===== config.mk =====
export PLATFORM = sky130hd
export DESIGN_NAME = trade_message_stream_parser
export DESIGN_NICKNAME = d
export VERILOG_FILES = /design/src/sv/tmsp_pkg.sv /design/src/sv/tmsp_frame.sv /design/src/sv/tmsp_cell.sv /design/src/sv/trade_message_stream_parser.sv
export SDC_FILE = /design/constraint.sdc
export NUM_CORES = 1
export LEC_CHECK = 0
export BUFFER_PORTS_ARGS = -buffer_cell sky130_fd_sc_hd__buf_2
export CELL_PAD_IN_SITES_DETAIL_PLACEMENT = 1
export CELL_PAD_IN_SITES_GLOBAL_PLACEMENT = 1
export CORE_MARGIN = 8
export CORE_UTILIZATION = 25
export DETAILED_ROUTE_END_ITERATION = 10
export PLACE_DENSITY_LB_ADDON = 0.1
export SLEW_MARGIN = 20
export SYNTH_ARGS = -nofsm -noshare
export SYNTH_HDL_FRONTEND = slang
export SYNTH_SLANG_ARGS = --single-unit

===== constraint.sdc =====
create_clock -name i_clk -period 16.8 [get_ports i_clk]
set_input_delay 0 -clock i_clk [delete_from_list [all_inputs] [get_ports i_clk]]
set_output_delay 0 -clock i_clk [all_outputs]
set_load 0.005 [all_outputs]

===== src/sv/tmsp_pkg.sv =====
// shared types and constants of the trade message stream parser
package tmsp_pkg;

    typedef logic [7:0] t_byte;

    // message framing
    localparam t_byte       TRADE_TYPE  = 8'h50;
    localparam t_byte       SPACE_CHAR  = 8'h20;
    localparam int unsigned CELL_COUNT  = 43;
    localparam logic [5:0]  CAPTURE_LEN = 6'd44;

    // cell index of each field's first byte (cell k holds body byte k+1)
    localparam int unsigned CELL_LOCATE = 0;
    localparam int unsigned CELL_TRACK  = 2;
    localparam int unsigned CELL_TIME   = 4;
    localparam int unsigned CELL_ORDER  = 10;
    localparam int unsigned CELL_SIDE   = 18;
    localparam int unsigned CELL_SHARES = 19;
    localparam int unsigned CELL_SYMBOL = 23;
    localparam int unsigned CELL_PRICE  = 31;
    localparam int unsigned CELL_MATCH  = 35;
    localparam int unsigned SYMBOL_LEN  = 8;

    typedef enum logic [1:0] {
        PH_LEN_HI,
        PH_LEN_LO,
        PH_BODY
    } t_phase;

    // framer to top level
    typedef struct packed {
        logic clear;      // new message with a body starts
        logic step;       // body beat accepted
        logic first;      // this body beat is the message type
        logic last;       // this body beat ends the message
        logic trade;      // message type is a trade
        logic short_msg;  // message ends before the last captured byte
    } t_frame_ctl;

    // top level to each cell
    typedef struct packed {
        logic clear;
        logic step;
    } t_cell_ctl;

endpackage


===== src/sv/tmsp_frame.sv =====
// framing state machine: length prefix, remaining count and body offset
module tmsp_frame (
    input  logic                i_clk,
    input  logic                i_rst_n,
    input  logic                i_beat,
    input  tmsp_pkg::t_byte     i_byte,
    output tmsp_pkg::t_frame_ctl o_ctl,
    output logic                o_last_pending
);
    import tmsp_pkg::*;

    t_phase      r_phase, n_phase;
    t_byte       r_len_hi, n_len_hi;
    logic [15:0] r_left, n_left;
    logic [5:0]  r_offset, n_offset;
    t_byte       r_kind, n_kind;
    t_byte       w_kind;

    // state registers
    always_ff @(posedge i_clk) begin
        if (!i_rst_n) begin
            r_phase  <= PH_LEN_HI;
            r_len_hi <= '0;
            r_left   <= '0;
            r_offset <= '0;
            r_kind   <= '0;
        end else begin
            r_phase  <= n_phase;
            r_len_hi <= n_len_hi;
            r_left   <= n_left;
            r_offset <= n_offset;
            r_kind   <= n_kind;
        end
    end

    // message type as it stands after this beat
    assign w_kind = (r_offset == '0) ? i_byte : r_kind;

    // next state and control
    always_comb begin
        n_phase  = r_phase;
        n_len_hi = r_len_hi;
        n_left   = r_left;
        n_offset = r_offset;
        n_kind   = r_kind;
        o_ctl    = '0;
        case (r_phase)
            PH_LEN_HI: begin
                if (i_beat) begin
                    n_len_hi = i_byte;
                    n_phase  = PH_LEN_LO;
                end
            end
            PH_LEN_LO: begin
                if (i_beat) begin
                    if ({r_len_hi, i_byte} == 16'd0) begin
                        n_phase = PH_LEN_HI;
                    end else begin
                        n_left    = {r_len_hi, i_byte};
                        n_offset  = '0;
                        n_kind    = '0;
                        n_phase   = PH_BODY;
                        o_ctl.clear = 1'b1;
                    end
                end
            end
            PH_BODY: begin
                if (i_beat) begin
                    o_ctl.step  = 1'b1;
                    o_ctl.first = (r_offset == '0);
                    n_kind      = w_kind;
                    if (r_offset < CAPTURE_LEN) begin
                        n_offset = r_offset + 6'd1;
                    end
                    n_left = r_left - 16'd1;
                    if (r_left == 16'd1) begin
                        o_ctl.last      = 1'b1;
                        o_ctl.trade     = (w_kind == TRADE_TYPE);
                        o_ctl.short_msg = (n_offset < CAPTURE_LEN);
                        n_phase         = PH_LEN_HI;
                    end
                end
            end
            default: begin
                n_phase = PH_LEN_HI;
            end
        endcase
    end

    // next body beat closes the message
    assign o_last_pending = (r_phase == PH_BODY) && (r_left == 16'd1);

endmodule


===== src/sv/tmsp_cell.sv =====
// one byte cell of the capture chain with write token and symbol end flag
module tmsp_cell (
    input  logic               i_clk,
    input  logic               i_rst_n,
    input  tmsp_pkg::t_cell_ctl i_ctl,
    input  tmsp_pkg::t_byte    i_byte,
    input  logic               i_is_symbol,
    input  logic               i_token,
    input  logic               i_ended,
    output logic               o_token,
    output logic               o_ended,
    output tmsp_pkg::t_byte    o_byte_next
);
    import tmsp_pkg::*;

    logic  r_token, n_token;
    logic  r_ended, n_ended;
    t_byte r_byte, n_byte;
    logic  w_write;
    logic  w_cut;

    // this cell takes the beat when it holds the token
    assign w_write = i_ctl.step && r_token;
    assign w_cut   = i_is_symbol && (i_ended || (i_byte == SPACE_CHAR));

    always_comb begin
        n_token = r_token;
        n_ended = r_ended;
        n_byte  = r_byte;
        if (i_ctl.clear) begin
            n_token = 1'b0;
            n_ended = 1'b0;
            n_byte  = '0;
        end else if (i_ctl.step) begin
            n_token = i_token;
            if (w_write) begin
                n_byte  = w_cut ? '0 : i_byte;
                n_ended = w_cut;
            end
        end
    end

    // control flags
    always_ff @(posedge i_clk) begin
        if (!i_rst_n) begin
            r_token <= 1'b0;
            r_ended <= 1'b0;
        end else begin
            r_token <= n_token;
            r_ended <= n_ended;
        end
    end

    // captured byte
    always_ff @(posedge i_clk) begin
        r_byte <= n_byte;
    end

    assign o_token     = r_token;
    assign o_ended     = r_ended;
    assign o_byte_next = n_byte;

endmodule


===== src/sv/trade_message_stream_parser.sv =====
// top level of the trade message stream parser: framer, cell chain, record register
// The parser takes one stream byte per cycle, sustained. A byte is held off only when
// it is the last body byte of a message and the previous record still waits in the
// output register with i_out_ready low; every other byte is taken while a record waits.
// Each message is a two-byte big-endian length and a body. Body bytes 1 to 43 land in a
// row of 43 byte cells, a write token moving one cell per body beat; the record appears
// on the output in the cycle after the last body byte of a 'P' message while
// i_cfg_data last written is 1 (reset value 1). Zero-length messages are skipped.
module trade_message_stream_parser (
    input  logic        i_clk,
    input  logic        i_rst_n,
    input  logic        i_cfg_we,
    input  logic        i_cfg_data,
    input  logic        i_in_valid,
    output logic        o_in_ready,
    input  logic [7:0]  i_data_byte,
    output logic        o_out_valid,
    input  logic        i_out_ready,
    output logic [15:0] o_locate_code,
    output logic [15:0] o_track_num,
    output logic [47:0] o_event_time,
    output logic [63:0] o_order_reference,
    output logic [7:0]  o_side_code,
    output logic [31:0] o_share_count,
    output logic [63:0] o_symbol_chars,
    output logic [31:0] o_trade_price,
    output logic [63:0] o_match_id,
    output logic        o_short_message,
    output logic [31:0] o_trades_seen
);
    import tmsp_pkg::*;

    logic        r_enable;
    logic [31:0] r_total;
    logic        r_out_valid;
    logic        w_beat;
    logic        w_last_pending;
    logic        w_emit;
    t_frame_ctl  w_fctl;
    t_cell_ctl   w_cctl;
    logic [CELL_COUNT-1:0] w_token;
    logic [CELL_COUNT-1:0] w_ended;
    t_byte       w_next [CELL_COUNT];

    // input handshake
    assign o_in_ready = !(r_out_valid && !i_out_ready && w_last_pending);
    assign w_beat     = i_in_valid && o_in_ready;

    // framing
    tmsp_frame u_frame (
        .i_clk          (i_clk),
        .i_rst_n        (i_rst_n),
        .i_beat         (w_beat),
        .i_byte         (i_data_byte),
        .o_ctl          (w_fctl),
        .o_last_pending (w_last_pending)
    );

    assign w_cctl.clear = w_fctl.clear;
    assign w_cctl.step  = w_fctl.step;

    // capture chain
    for (genvar k = 0; k < CELL_COUNT; k++) begin : g_cell
        logic w_tok_in;
        logic w_end_in;
        if (k == 0) begin : g_head
            assign w_tok_in = w_fctl.first;
            assign w_end_in = 1'b0;
        end else begin : g_link
            assign w_tok_in = w_token[k-1];
            assign w_end_in = w_ended[k-1];
        end
        tmsp_cell u_cell (
            .i_clk       (i_clk),
            .i_rst_n     (i_rst_n),
            .i_ctl       (w_cctl),
            .i_byte      (i_data_byte),
            .i_is_symbol ((k >= CELL_SYMBOL) && (k < CELL_SYMBOL + SYMBOL_LEN)),
            .i_token     (w_tok_in),
            .i_ended     (w_end_in),
            .o_token     (w_token[k]),
            .o_ended     (w_ended[k]),
            .o_byte_next (w_next[k])
        );
    end

    // enable register
    always_ff @(posedge i_clk) begin
        if (!i_rst_n) begin
            r_enable <= 1'b1;
        end else if (i_cfg_we) begin
            r_enable <= i_cfg_data;
        end
    end

    assign w_emit = w_fctl.last && w_fctl.trade && r_enable;

    // record valid and trade counter
    always_ff @(posedge i_clk) begin
        if (!i_rst_n) begin
            r_out_valid <= 1'b0;
            r_total     <= '0;
        end else begin
            r_out_valid <= w_emit || (r_out_valid && !i_out_ready);
            if (w_emit) begin
                r_total <= r_total + 32'd1;
            end
        end
    end

    // record payload
    always_ff @(posedge i_clk) begin
        if (w_emit) begin
            o_locate_code     <= {w_next[CELL_LOCATE], w_next[CELL_LOCATE+1]};
            o_track_num       <= {w_next[CELL_TRACK], w_next[CELL_TRACK+1]};
            o_event_time      <= {w_next[CELL_TIME],   w_next[CELL_TIME+1],
                                  w_next[CELL_TIME+2], w_next[CELL_TIME+3],
                                  w_next[CELL_TIME+4], w_next[CELL_TIME+5]};
            o_order_reference <= {w_next[CELL_ORDER],   w_next[CELL_ORDER+1],
                                  w_next[CELL_ORDER+2], w_next[CELL_ORDER+3],
                                  w_next[CELL_ORDER+4], w_next[CELL_ORDER+5],
                                  w_next[CELL_ORDER+6], w_next[CELL_ORDER+7]};
            o_side_code       <= w_next[CELL_SIDE];
            o_share_count     <= {w_next[CELL_SHARES],   w_next[CELL_SHARES+1],
                                  w_next[CELL_SHARES+2], w_next[CELL_SHARES+3]};
            o_symbol_chars    <= {w_next[CELL_SYMBOL],   w_next[CELL_SYMBOL+1],
                                  w_next[CELL_SYMBOL+2], w_next[CELL_SYMBOL+3],
                                  w_next[CELL_SYMBOL+4], w_next[CELL_SYMBOL+5],
                                  w_next[CELL_SYMBOL+6], w_next[CELL_SYMBOL+7]};
            o_trade_price     <= {w_next[CELL_PRICE],   w_next[CELL_PRICE+1],
                                  w_next[CELL_PRICE+2], w_next[CELL_PRICE+3]};
            o_match_id        <= {w_next[CELL_MATCH],   w_next[CELL_MATCH+1],
                                  w_next[CELL_MATCH+2], w_next[CELL_MATCH+3],
                                  w_next[CELL_MATCH+4], w_next[CELL_MATCH+5],
                                  w_next[CELL_MATCH+6], w_next[CELL_MATCH+7]};
            o_short_message   <= w_fctl.short_msg;
            o_trades_seen     <= r_total + 32'd1;
        end
    end

    assign o_out_valid = r_out_valid;

    // a new record never lands on one still waiting
    a_no_overwrite: assert property (@(posedge i_clk) disable iff (!i_rst_n)
        w_emit |-> (!r_out_valid || i_out_ready))
        else $error("record overwrote a waiting record");

    // at most one cell holds the write token
    a_one_token: assert property (@(posedge i_clk) disable iff (!i_rst_n)
        $onehot0(w_token))
        else $error("more than one write token in the cell chain");

    // each record carries the count just advanced
    a_count: assert property (@(posedge i_clk) disable iff (!i_rst_n)
        w_emit |=> (o_trades_seen == r_total) && o_out_valid)
        else $error("trade count out of step with records");

endmodule

==> results of run 1 <==
-- layout make-up --
class	count	area [um^2]	share of cell area [%]
Sequential cell	845	20690	55.40
Multi-Input combinational cell	1238	8482	22.71
Clock buffer	143	2939	7.869
Timing Repair Buffer	469	2623	7.022
Tap cell	1612	2017	5.400
Clock inverter	44	539.3	1.444
Inverter	15	56.30	0.1508
Antenna cell	1	2.502	0.006700
-- what timing repair did --
action                     4_1_cts  5_1_grt
setup endpoints to repair        0        0
hold buffers                    10        0
hold endpoints to repair        63        0
-- sequential cells by signal, summed over array words and instances, names as in the netlist, 7 cells and up --
name and cells:
g_cell.u_cell.r_byte 344, o_match_id 64, o_order_reference 64, o_symbol_chars 64, o_event_time 48, g_cell.u_cell.o_token 43
o_share_count 32, o_trade_price 32, o_trades_seen 32, r_total 32, o_locate_code 16, o_track_num 16
u_frame.r_left 16, o_side_code 8, u_frame.r_kind 8, u_frame.r_len_hi 8, g_cell.u_cell.o_ended 7
-- worst register-to-register path: stages, from the launching register on --
cell and delay [ns]:
dfxtp_1 0.32, inv_1 0.10, ha_1 0.16, buf_4 0.35, inv_1 0.44, nor2_4 0.26
nand4_4 0.65, nor2_4 0.40, buf_4 0.66, buf_4 0.78, buf_4 0.86
-- cells by family (layout without fill, tap and decap cells) --
family | count (synthesis) | in the layout | share of synthesized area [%]
xor+xnor | 32 | 32 | 0.9351
buf+inv | 194 | 671 | 2.976
other cells | 0 | 1 | 0
fa+ha+maj | 8 | 8 | 0.3340
flops | 845 | 845 | 69.03
mux | 305 | 305 | 10.19
compound gates | 303 | 303 | 7.293
simple gates | 590 | 590 | 9.246
-- final timing paths --
path / start / endpoint / slack, ns / depth (start not counted)
hold / removal: i_data_byte[2] / g_cell[23].u_cell.o_ended / 0.05 / 5
hold reg to reg: g_cell[36].u_cell.o_token / g_cell[36].u_cell.o_token / 0.46 / 2
setup reg to reg: u_frame.r_phase[0] / o_side_code[0] / 11.39 / 10
setup / recovery: u_frame.r_phase[0] / o_side_code[0] / 11.39 / 10
-- power breakdown --
part | total [mW] | switching (mW) | leakage (nW) | internal [mW]
logic | 0.133 | 0.103 | 6.51 | 0.0298
registers | 2.14 | 0.00556 | 6.78 | 2.13
clock network | 2.26 | 0.874 | 1.72 | 1.39
total | 4.53 | 0.983 | 15.0 | 3.55
-- placed cells by master (no fill, tap or decap), types with 41 or more instances in the layout --
cell and instances:
buf_2 387, a21oi_1 101, nor2_1 314, edfxtp_1 377, buf_4 69, nand2_1 94, mux2i_1 304, dfxtp_1 468
o211ai_1 41, clkbuf_16 104, a32o_1 50
-- metrics by stage --
| step | hold slack [ns] | cells | total power [mW] | utilization [%] |
|---|---|---|---|---|
| floorplan | 0.1284 | 2277 | 2.265 | - |
| global placement | 0.2277 | 4165 | 2.316 | 28.18 |
| detailed placement | 0.2406 | 4167 | 2.319 | 28.21 |
| CTS | 0.007523 | 4364 | 4.623 | 31.20 |
| global route | 0.03695 | 4366 | 4.717 | 31.25 |
| finish | 0.04927 | 4367 | 4.532 | 31.26 |
-- routing by layer --
layer / vias up / routed length, um / track usage (%)
met3: 121 / 4601 / 3.180
met4: 0 / 2170 / 4.221
met5: - / 0 / 0
li1: 9059 / - / -
met2: 388 / 48810 / 25.35
met1: 9851 / 42590 / 18.14
==> impl_results.md, run 1 <==
* Post-synth EDFFs at 377
* Crit path kind: reg -> reg
* Tcrit/Tclk final at 32.21%
* Unrepaired setup endpoints after global routing: false
* Iter 0 DRT Violations at 978
* CP delay by family, top: buffers and inverters
* CP peak stage delay at 0.81 ns
* Clock skew at 0.02045 ns
* Status: finished clean
* Req. time, crit path at 17.08 ns
* Bufs on Longest Clock Path at 3
* Post-synthesis sequential area ratio at 69.03%
* Synth Area per Inst at 13.16 um^2
* Leak pwr at 15.01 nW
* Largest net degree at the start of global routing at 179
* Clock sink total at 845
* Area share of the largest cell type after synthesis at 37.77%
* Total CTS buffers at 99
* Unique masters post-synth at 63
* Worst-Margin Slew at 1.144 ns
* Clock root buffer: clkbuf_16
* Tot GR Track Use at 14.58%
* Cells after Synth at 2277
* CP arrival at 5.69 ns
* Critical path's slowest cell: buf_4
* First-pass GRT wire length at 145.5 mm
* Cell Chain, Critical Path: inv_1 > ha_1 > buf_4 > inv_1 > nor2_4 > nand4_4 > nor2_4 > buf_4 > buf_4 > buf_4
* Worst-skew pair later-pin latency at 0.66 ns
* Number of port buffers at 392
* Worst Path Max Fanout at 61
* Number of synthesized register bits at 845
* Starting density of the core at 25.08%
* Fin crit period at 5.412 ns
* Worst path bufs/invs at 6
* Max-slew violations at 0
* CP Launch Type: flip-flop
* VDD IR max at 0.00007971 V
* # setup viols final at 0
* Placed cell areas at 33710 um^2
* Setup repair bufs after CTS at 0
* Setup_tns at 0 ns
* PD cells at 121.3 nW/um^2
* Syn_nets at 2299
* TritonRoute pass-1 iters at 5
* Die area at 131200 um^2
* Die W at 362.3 um
* H-tree Lvls at 3
* Commonest cells in the netlist: dfxtp_1, edfxtp_1, nor2_1, mux2i_1, a21oi_1
* Setup ws final at 11.39 ns
* CP Capture Type: flip-flop
* HP Class: in -> reg
* WL per Instance at 22.48 um
* Fillers at 12890
* Total grt overflow at 0
* Routability cong. at 0.7541
* Core Area at 119500 um^2
* Syn. warnings at 0
* DRC violations left at 0
* Async set-reset flop share out of synthesis at 0%
* I/O pin count at 393
* Die H at 362.3 um
* Hold Violations, Final at 0
* Layout cells sized above 1 at 24.11%
* Max-Cap Viols at 0
* ANT nets after route at 0
* Synth top area cells: edfxtp_1, dfxtp_1, mux2i_1
* Synth Flop Type: dfxtp_1
* Vias in the first global route at 21030
* Initial antenna violation count at 1
* Nets at 2690
* CTS tree: built
* HPWL after DPL at 60.84 mm
* Yosys top cell by area: edfxtp_1
* Vias per cell at 4.447
* Most frequent cell after synthesis: dfxtp_1
* Slew headroom at 23.74%
* Clock Pin Slew Worst Setup and Hold Paths at 0.06 ns
* Mapped cell area at 29970 um^2
* Post-route cell area at 37350 um^2
* Maximum operating frequency at 184.8 MHz
* Cell mode on critical path: buf_4
* Dpl ws at 11.35 ns
* Drt total wl at 98.17 mm
* FP Rows at 127
* Total number of vias at 19420
* Layout area overhead at 24.60%
* Post-CTS sizing at 0
(Power assumes the default switching activity.)
==> run 2, diff against run 1 <==
clock period = 5.4 ns   (was 16.8 ns; I/O delays follow)
==> impl_results.md, run 2 (synthesized netlist as in run 1, its figures left out) <==
* Status: finished clean
* HP Class: in -> reg
* Tcrit/Tclk final at 65.69% (+33 points)
* Vias per cell at 4.451 (+0.11%)
* Multi-input logic area at 8499 um^2 (+0.21%)
* Die H at 362.3 um (unchanged)
* Cell-internal power at 10.63 mW (+200%)
* Tot GR Track Use at 14.81% (+0.22 points)
* Unrepaired setup endpoints after global routing: false
* Iter 0 DRT Violations at 910 (-7.0%)
* Routability cong. at 0.7469 (-0.95%)
* Storage element area at 20700 um^2 (about the same)
* Crit path kind: reg -> reg
* Worst Path Max Fanout at 45 (-26%)
* HPWL after DPL at 63.24 mm (+3.9%)
* Clock Pin Slew Worst Setup and Hold Paths at 0.06 ns (about the same)
* Clock sink total at 845 (unchanged)
* VDD IR max at 0.0002363 V (+200%)
* Slew headroom at 27.60% (+3.9 points)
* Drt total wl at 99.99 mm (+1.9%)
* Max FFs per register at 344 (unchanged)
* Total number of vias at 19530 (+0.59%)
* CP Capture Type: flip-flop
* Total CTS buffers at 98 (-1.0%)
* Die area at 131200 um^2 (unchanged)
* Core Area at 119500 um^2 (unchanged)
* Clock skew at 0.02170 ns (+0.001243 ns)
* Hold Violations, Final at 0 (unchanged)
* Starting density of the core at 25.08% (unchanged)
* First-pass GRT wire length at 146.8 mm (+0.95%)
* Largest Register: g_cell.u_cell.r_byte
* Bufs on Longest Clock Path at 3 (unchanged)
* FP Rows at 127 (unchanged)
* Clock root buffer: clkbuf_16
* ANT nets after route at 0 (unchanged)
* Nets at 2711 (+0.78%)
* Post-CTS sizing at 0 (unchanged)
* CTS tree: built
* Seq pwr share at 48.6% (+1.4 points)
* Max-slew violations at 0 (unchanged)
* Clock Power Share at 48.2% (-1.7 points)
* Switching power total at 3.058 mW (+210%)
* Req. time, crit path at 5.96 ns (-11.12 ns)
* # setup viols final at 0 (unchanged)
* Layout cells sized above 1 at 24.29% (+0.18 points)
* Maximum operating frequency at 281.9 MHz (+53%)
* Worst-Margin Slew at 1.077 ns (-0.06693 ns)
* Gate power share at 3.2% (+0.3 points)
* Largest net degree at the start of global routing at 100 (-44%)
* WL per Instance at 22.79 um (+1.4%)
* Setup repair bufs after CTS at 0 (unchanged)
* CP Launch Type: flip-flop
* Hold WS at 0.09320 ns (+0.04393 ns)
* Sw Share at 22.34% (+0.65 points)
* Fin crit period at 3.547 ns (-1.865 ns)
* CTS hold repair buffers at 14 (+4)
* DRC violations left at 0 (unchanged)
* I/O pin count at 393 (unchanged)
* PD cells at 366.5 nW/um^2 (+200%)
* Worst-skew pair later-pin latency at 0.67 ns (about the same)
* Leak pwr at 14.93 nW (-0.57%)
* TritonRoute pass-1 iters at 5 (unchanged)
* Commonest cells after routing, fill and taps aside: dfxtp_1, buf_2, edfxtp_1, nor2_1, mux2i_1
* Die W at 362.3 um (unchanged)
* Initial antenna violation count at 1 (unchanged)
* Number of port buffers at 392 (unchanged)
* Final core occ at 31.26% (about the same)
* Layout area overhead at 24.63% (about the same)
* Fillers at 12880 (-0.10%)
* Vias in the first global route at 21070 (+0.19%)
* Total grt overflow at 0 (unchanged)
* Max-Cap Viols at 0 (unchanged)
* CP arrival at 4.10 ns (-1.59 ns)
* Most common cell after layout, fill and taps aside: dfxtp_1
* H-tree Lvls at 3 (unchanged)
[run 2: cell types whose count changed in the layout (fill, tap and decap cells not counted), sizes merged]
cell | before | now
buf | 459 | 475
clkbuf | 143 | 151
bufinv | 11 | 4
clkinv | 27 | 22
dlygate4sd3 | 10 | 14
inv | 18 | 21
clkinvlp | 3 | 5
[run 2: metal layers]
layer	up-vias	part of all wire, %	GRT usage, %	routed length (um)
met3	102	4.5	3.219	4500
met2	350	50	25.92	49940
met5	-	0	0	0
li1	9126	-	-	-
met4	0	1.5	3.352	1505
met1	9955	44	18.63	44050
[run 2: path summary, 6_finish.rpt]
path	from	endpoint	slack [ns]	cells after the start
min reg2reg	g_cell[14].u_cell.o_token	g_cell[14].u_cell.o_token	0.46	2
min	i_data_byte[7]	u_frame.r_len_hi[7]	0.09	3
max reg2reg	u_frame.r_left[8]	u_frame.r_left[2]	1.85	8
max	u_frame.r_left[8]	u_frame.r_left[2]	1.85	8
[run 2: stage by stage]
stage	std cells	TNS [ns]	cell area (um^2)	setup slack, ns	total power [mW]
2_1_floorplan	2277	-774.82	30070	-2.050	7.053
3_3_place_gp	4172	0	33860	1.935	7.234
3_5_place_dp	4185	0	33960	1.886	7.238
4_1_cts	4385	0	37330	1.809	13.97
5_1_grt	4387	0	37350	1.600	14.23
6_report	4388	0	37360	1.853	13.69
[run 2: worst max-delay path: stages, from the launching register on]
cell,delay (ns)
dfxtp_1,0.38
nor4_4,0.46
nand4_4,0.13
buf_4,0.34
nor2_4,0.56
inv_2,0.30
nand3_1,0.52
o31ai_1,0.13
dlygate4sd3_1,0.57
[run 2: final cells by class]
| cell class | count | area share [%] |
|---|---|---|
| clock inverters | 37 | 0.9110 |
| well taps | 1612 | 5.399 |
| clock buffers | 149 | 7.730 |
| flip-flops and latches | 845 | 55.40 |
| diodes | 1 | 0.006699 |
| repair buffers | 491 | 7.647 |
| inverters | 15 | 0.1507 |
| multi-input cells | 1238 | 22.75 |
[run 2: power groups by stage]
| stage | logic (mW) | registers (mW) | clock network, mW |
|---|---|---|---|
| after global placement | 0.439 | 6.80 | 0 |
| final | 0.439 | 6.66 | 6.59 |
| after CTS | 0.452 | 6.66 | 6.86 |
| after detailed placement | 0.442 | 6.80 | 0 |
| after global routing | 0.480 | 6.66 | 7.10 |
| after floorplan | 0.265 | 6.79 | 0 |
==> run 3, diff against run 2 <==
clock period = 2.96 ns   (was 5.4 ns; I/O delays follow)
==> impl_results.md, run 3 (synthesized netlist as in run 1, its figures left out) <==
* PD cells at 664.4 nW/um^2 (+81%)
* DRC violations left at 0 (unchanged)
* Die area at 131200 um^2 (unchanged)
* Tot GR Track Use at 14.66% (-0.15 points)
* Die H at 362.3 um (unchanged)
* Largest net degree at the start of global routing at 103 (+3.0%)
* Initial antenna violation count at 0 (-1)
* Layout area overhead at 25.47%
* HPWL after DPL at 64.03 mm (+1.3%)
* Starting density of the core at 25.08% (unchanged)
* PnR Total Power at 24.99 mW (+82%)
* Drt total wl at 99.31 mm (-0.68%)
* # setup viols final at 0 (unchanged)
* CP delay by family, top: buffers and inverters
* Hold Violations, Final at 0 (unchanged)
* I/O pin count at 393 (unchanged)
* Worst path bufs/invs at 4 (+1)
* Worst-skew pair later-pin latency at 0.67 ns (about the same)
* Total number of vias at 19630 (+0.50%)
* VDD IR max at 0.0003999 V (+69%)
* Vias per cell at 4.455 (about the same)
* Status: finished clean
* FP Rows at 127 (unchanged)
* Largest Register: g_cell.u_cell.r_byte
* Placed cell areas at 34230 um^2 (+0.78%)
* Non-Filler Instances at 4406 (+0.41%)
* Leak pwr at 15.09 nW (+1.1%)
* Commonest cells after routing, fill and taps aside: dfxtp_1, buf_2, edfxtp_1, nor2_1, mux2i_1
* TritonRoute pass-1 iters at 5 (unchanged)
* Post-CTS sizing at 0 (unchanged)
* CP Launch Type: flip-flop
* Critical path depth at 9 (+1)
* HP Class: in -> reg
* CP Capture Type: flip-flop
* R2r endpoint: o_event_time[20]
* Maximum operating frequency at 377.5 MHz (+34%)
* Die W at 362.3 um (unchanged)
* Iter 0 DRT Violations at 1044 (+15%)
* Max-slew violations at 0 (unchanged)
* Setup_tns at 0 ns (unchanged)
* Fin crit period at 2.649 ns (-0.8978 ns)
* Total CTS buffers at 97 (-1.0%)
* Nets at 2732 (+0.77%)
* FF-to-FF setup slack at 0.31 ns (-1.54 ns)
* WL per Instance at 22.54 um (-1.1%)
* Most common cell after layout, fill and taps aside: dfxtp_1
* Max FFs per register at 344 (unchanged)
* CP arrival at 3.02 ns (-1.08 ns)
* Worst Path Max Fanout at 102 (+130%)
* Clock Pin Slew Worst Setup and Hold Paths at 0.06 ns (about the same)
* Core Area at 119500 um^2 (unchanged)
* Antenna Cells at 0 (-1)
* H-tree Lvls at 3 (unchanged)
* FF-to-FF path depth at 9 (+1)
* Routability cong. at 0.7313 (-2.1%)
* End point of the critical path: o_event_time[20]
* CP peak stage delay at 0.37 ns (-0.20 ns)
* Tcrit/Tclk final at 89.50% (+24 points)
* Fillers at 12920 (+0.30%)
* Post-route cell area at 37610 um^2 (+0.67%)
* Setup crit start: u_frame.r_phase[0]
* Worst r2r src: u_frame.r_phase[0]
* Crit path kind: reg -> reg
* Req. time, crit path at 3.33 ns (-2.63 ns)
* Clock sink total at 845 (unchanged)
* Critical path's slowest cell: dfxtp_1
* ANT nets after route at 0 (unchanged)
* Clock root buffer: clkbuf_16
* Layout cells sized above 1 at 24.62% (+0.34 points)
* Vias in the first global route at 21310 (+1.1%)
* Number of port buffers at 392 (unchanged)
* First-pass GRT wire length at 146.4 mm (-0.27%)
* Final core occ at 31.47% (+0.21 points)
* Slew headroom at 31.56% (+4.0 points)
* Worst-Margin Slew at 1.027 ns (-0.05045 ns)
* Setup repair bufs after CTS at 0 (unchanged)
* CTS tree: built
* Total grt overflow at 0 (unchanged)
* Cell Chain, Critical Path: inv_1 > ha_1 > buf_4 > nand2_1 > nor2_4 > inv_2 > and3_4 > buf_12 > nor2_1
* Bufs on Longest Clock Path at 3 (unchanged)
* Unrepaired setup endpoints after global routing: false
* Cell Count Post-Placement at 4209 (+0.57%)
* Max-Cap Viols at 0 (unchanged)
* Clock skew at 0.03110 ns (+0.009403 ns)
-- run 3: worst min-delay path, stage by stage --
cell and delay [ns]:
buf_4 0.12, buf_4 0.28, mux2i_1 0.19, nor2_1 0.05
-- run 3: metrics by stage --
step / hold slack, ns / worst slack [ns]
6_report: 0.05774 / 0.3108
5_1_grt: 0.02926 / 0.1731
4_1_cts: 0.01118 / 0.2207
3_5_place_dp: 0.2459 / 0.2251
3_3_place_gp: 0.2344 / 0.3615
2_1_floorplan: 0.1284 / -4.490
-- run 3: cell type report --
cell class | instances | area, um^2 | share of cell area (%)
clock buffer | 145 | 2759 | 7.336
clock inverter | 38 | 457.9 | 1.218
inverter | 15 | 56.30 | 0.1497
multi-input combinational | 1238 | 8516 | 22.64
sequential | 845 | 20700 | 55.03
tap | 1612 | 2017 | 5.363
timing repair buffer | 513 | 3105 | 8.258
-- run 3: timing repair --
| action | 4_1_cts | 5_1_grt |
|---|---|---|
| setup endpoints to repair | 0 | 0 |
| hold buffers | 14 | 0 |
| endpoints found under the hold margin | 51 | 0 |
-- run 3: per-layer routing --
metal  up-vias  share of wire [%]  track usage (%)
met5         -                  0                0
met4         0                2.3            3.615
met3       129                5.6            4.094
met2       377                 49            25.30
met1      9975                 43            18.06
li1       9149                  -                -
-- run 3: power breakdown --
part,leakage [nW],total (mW),internal (mW),switching (mW)
clock,1.55,12.0,7.09,4.93
combinational,6.75,0.823,0.219,0.604
sequential,6.78,12.1,12.1,0.0369
-- run 3: how the worst min path moves through the flow --
| stage | startpoint | cells past startpoint | endpoint |
|---|---|---|---|
| finish | i_data_byte[3] | 4 | u_frame.r_len_hi[3] |
| global route | i_data_byte[3] | 4 | g_cell[1].u_cell.r_byte[3] |
| CTS | i_data_byte[3] | 4 | g_cell[4].u_cell.r_byte[3] |
| detailed placement | i_cfg_data | 3 | r_enable |
| global placement | i_cfg_data | 3 | r_enable |
| floorplan | i_cfg_data | 2 | r_enable |
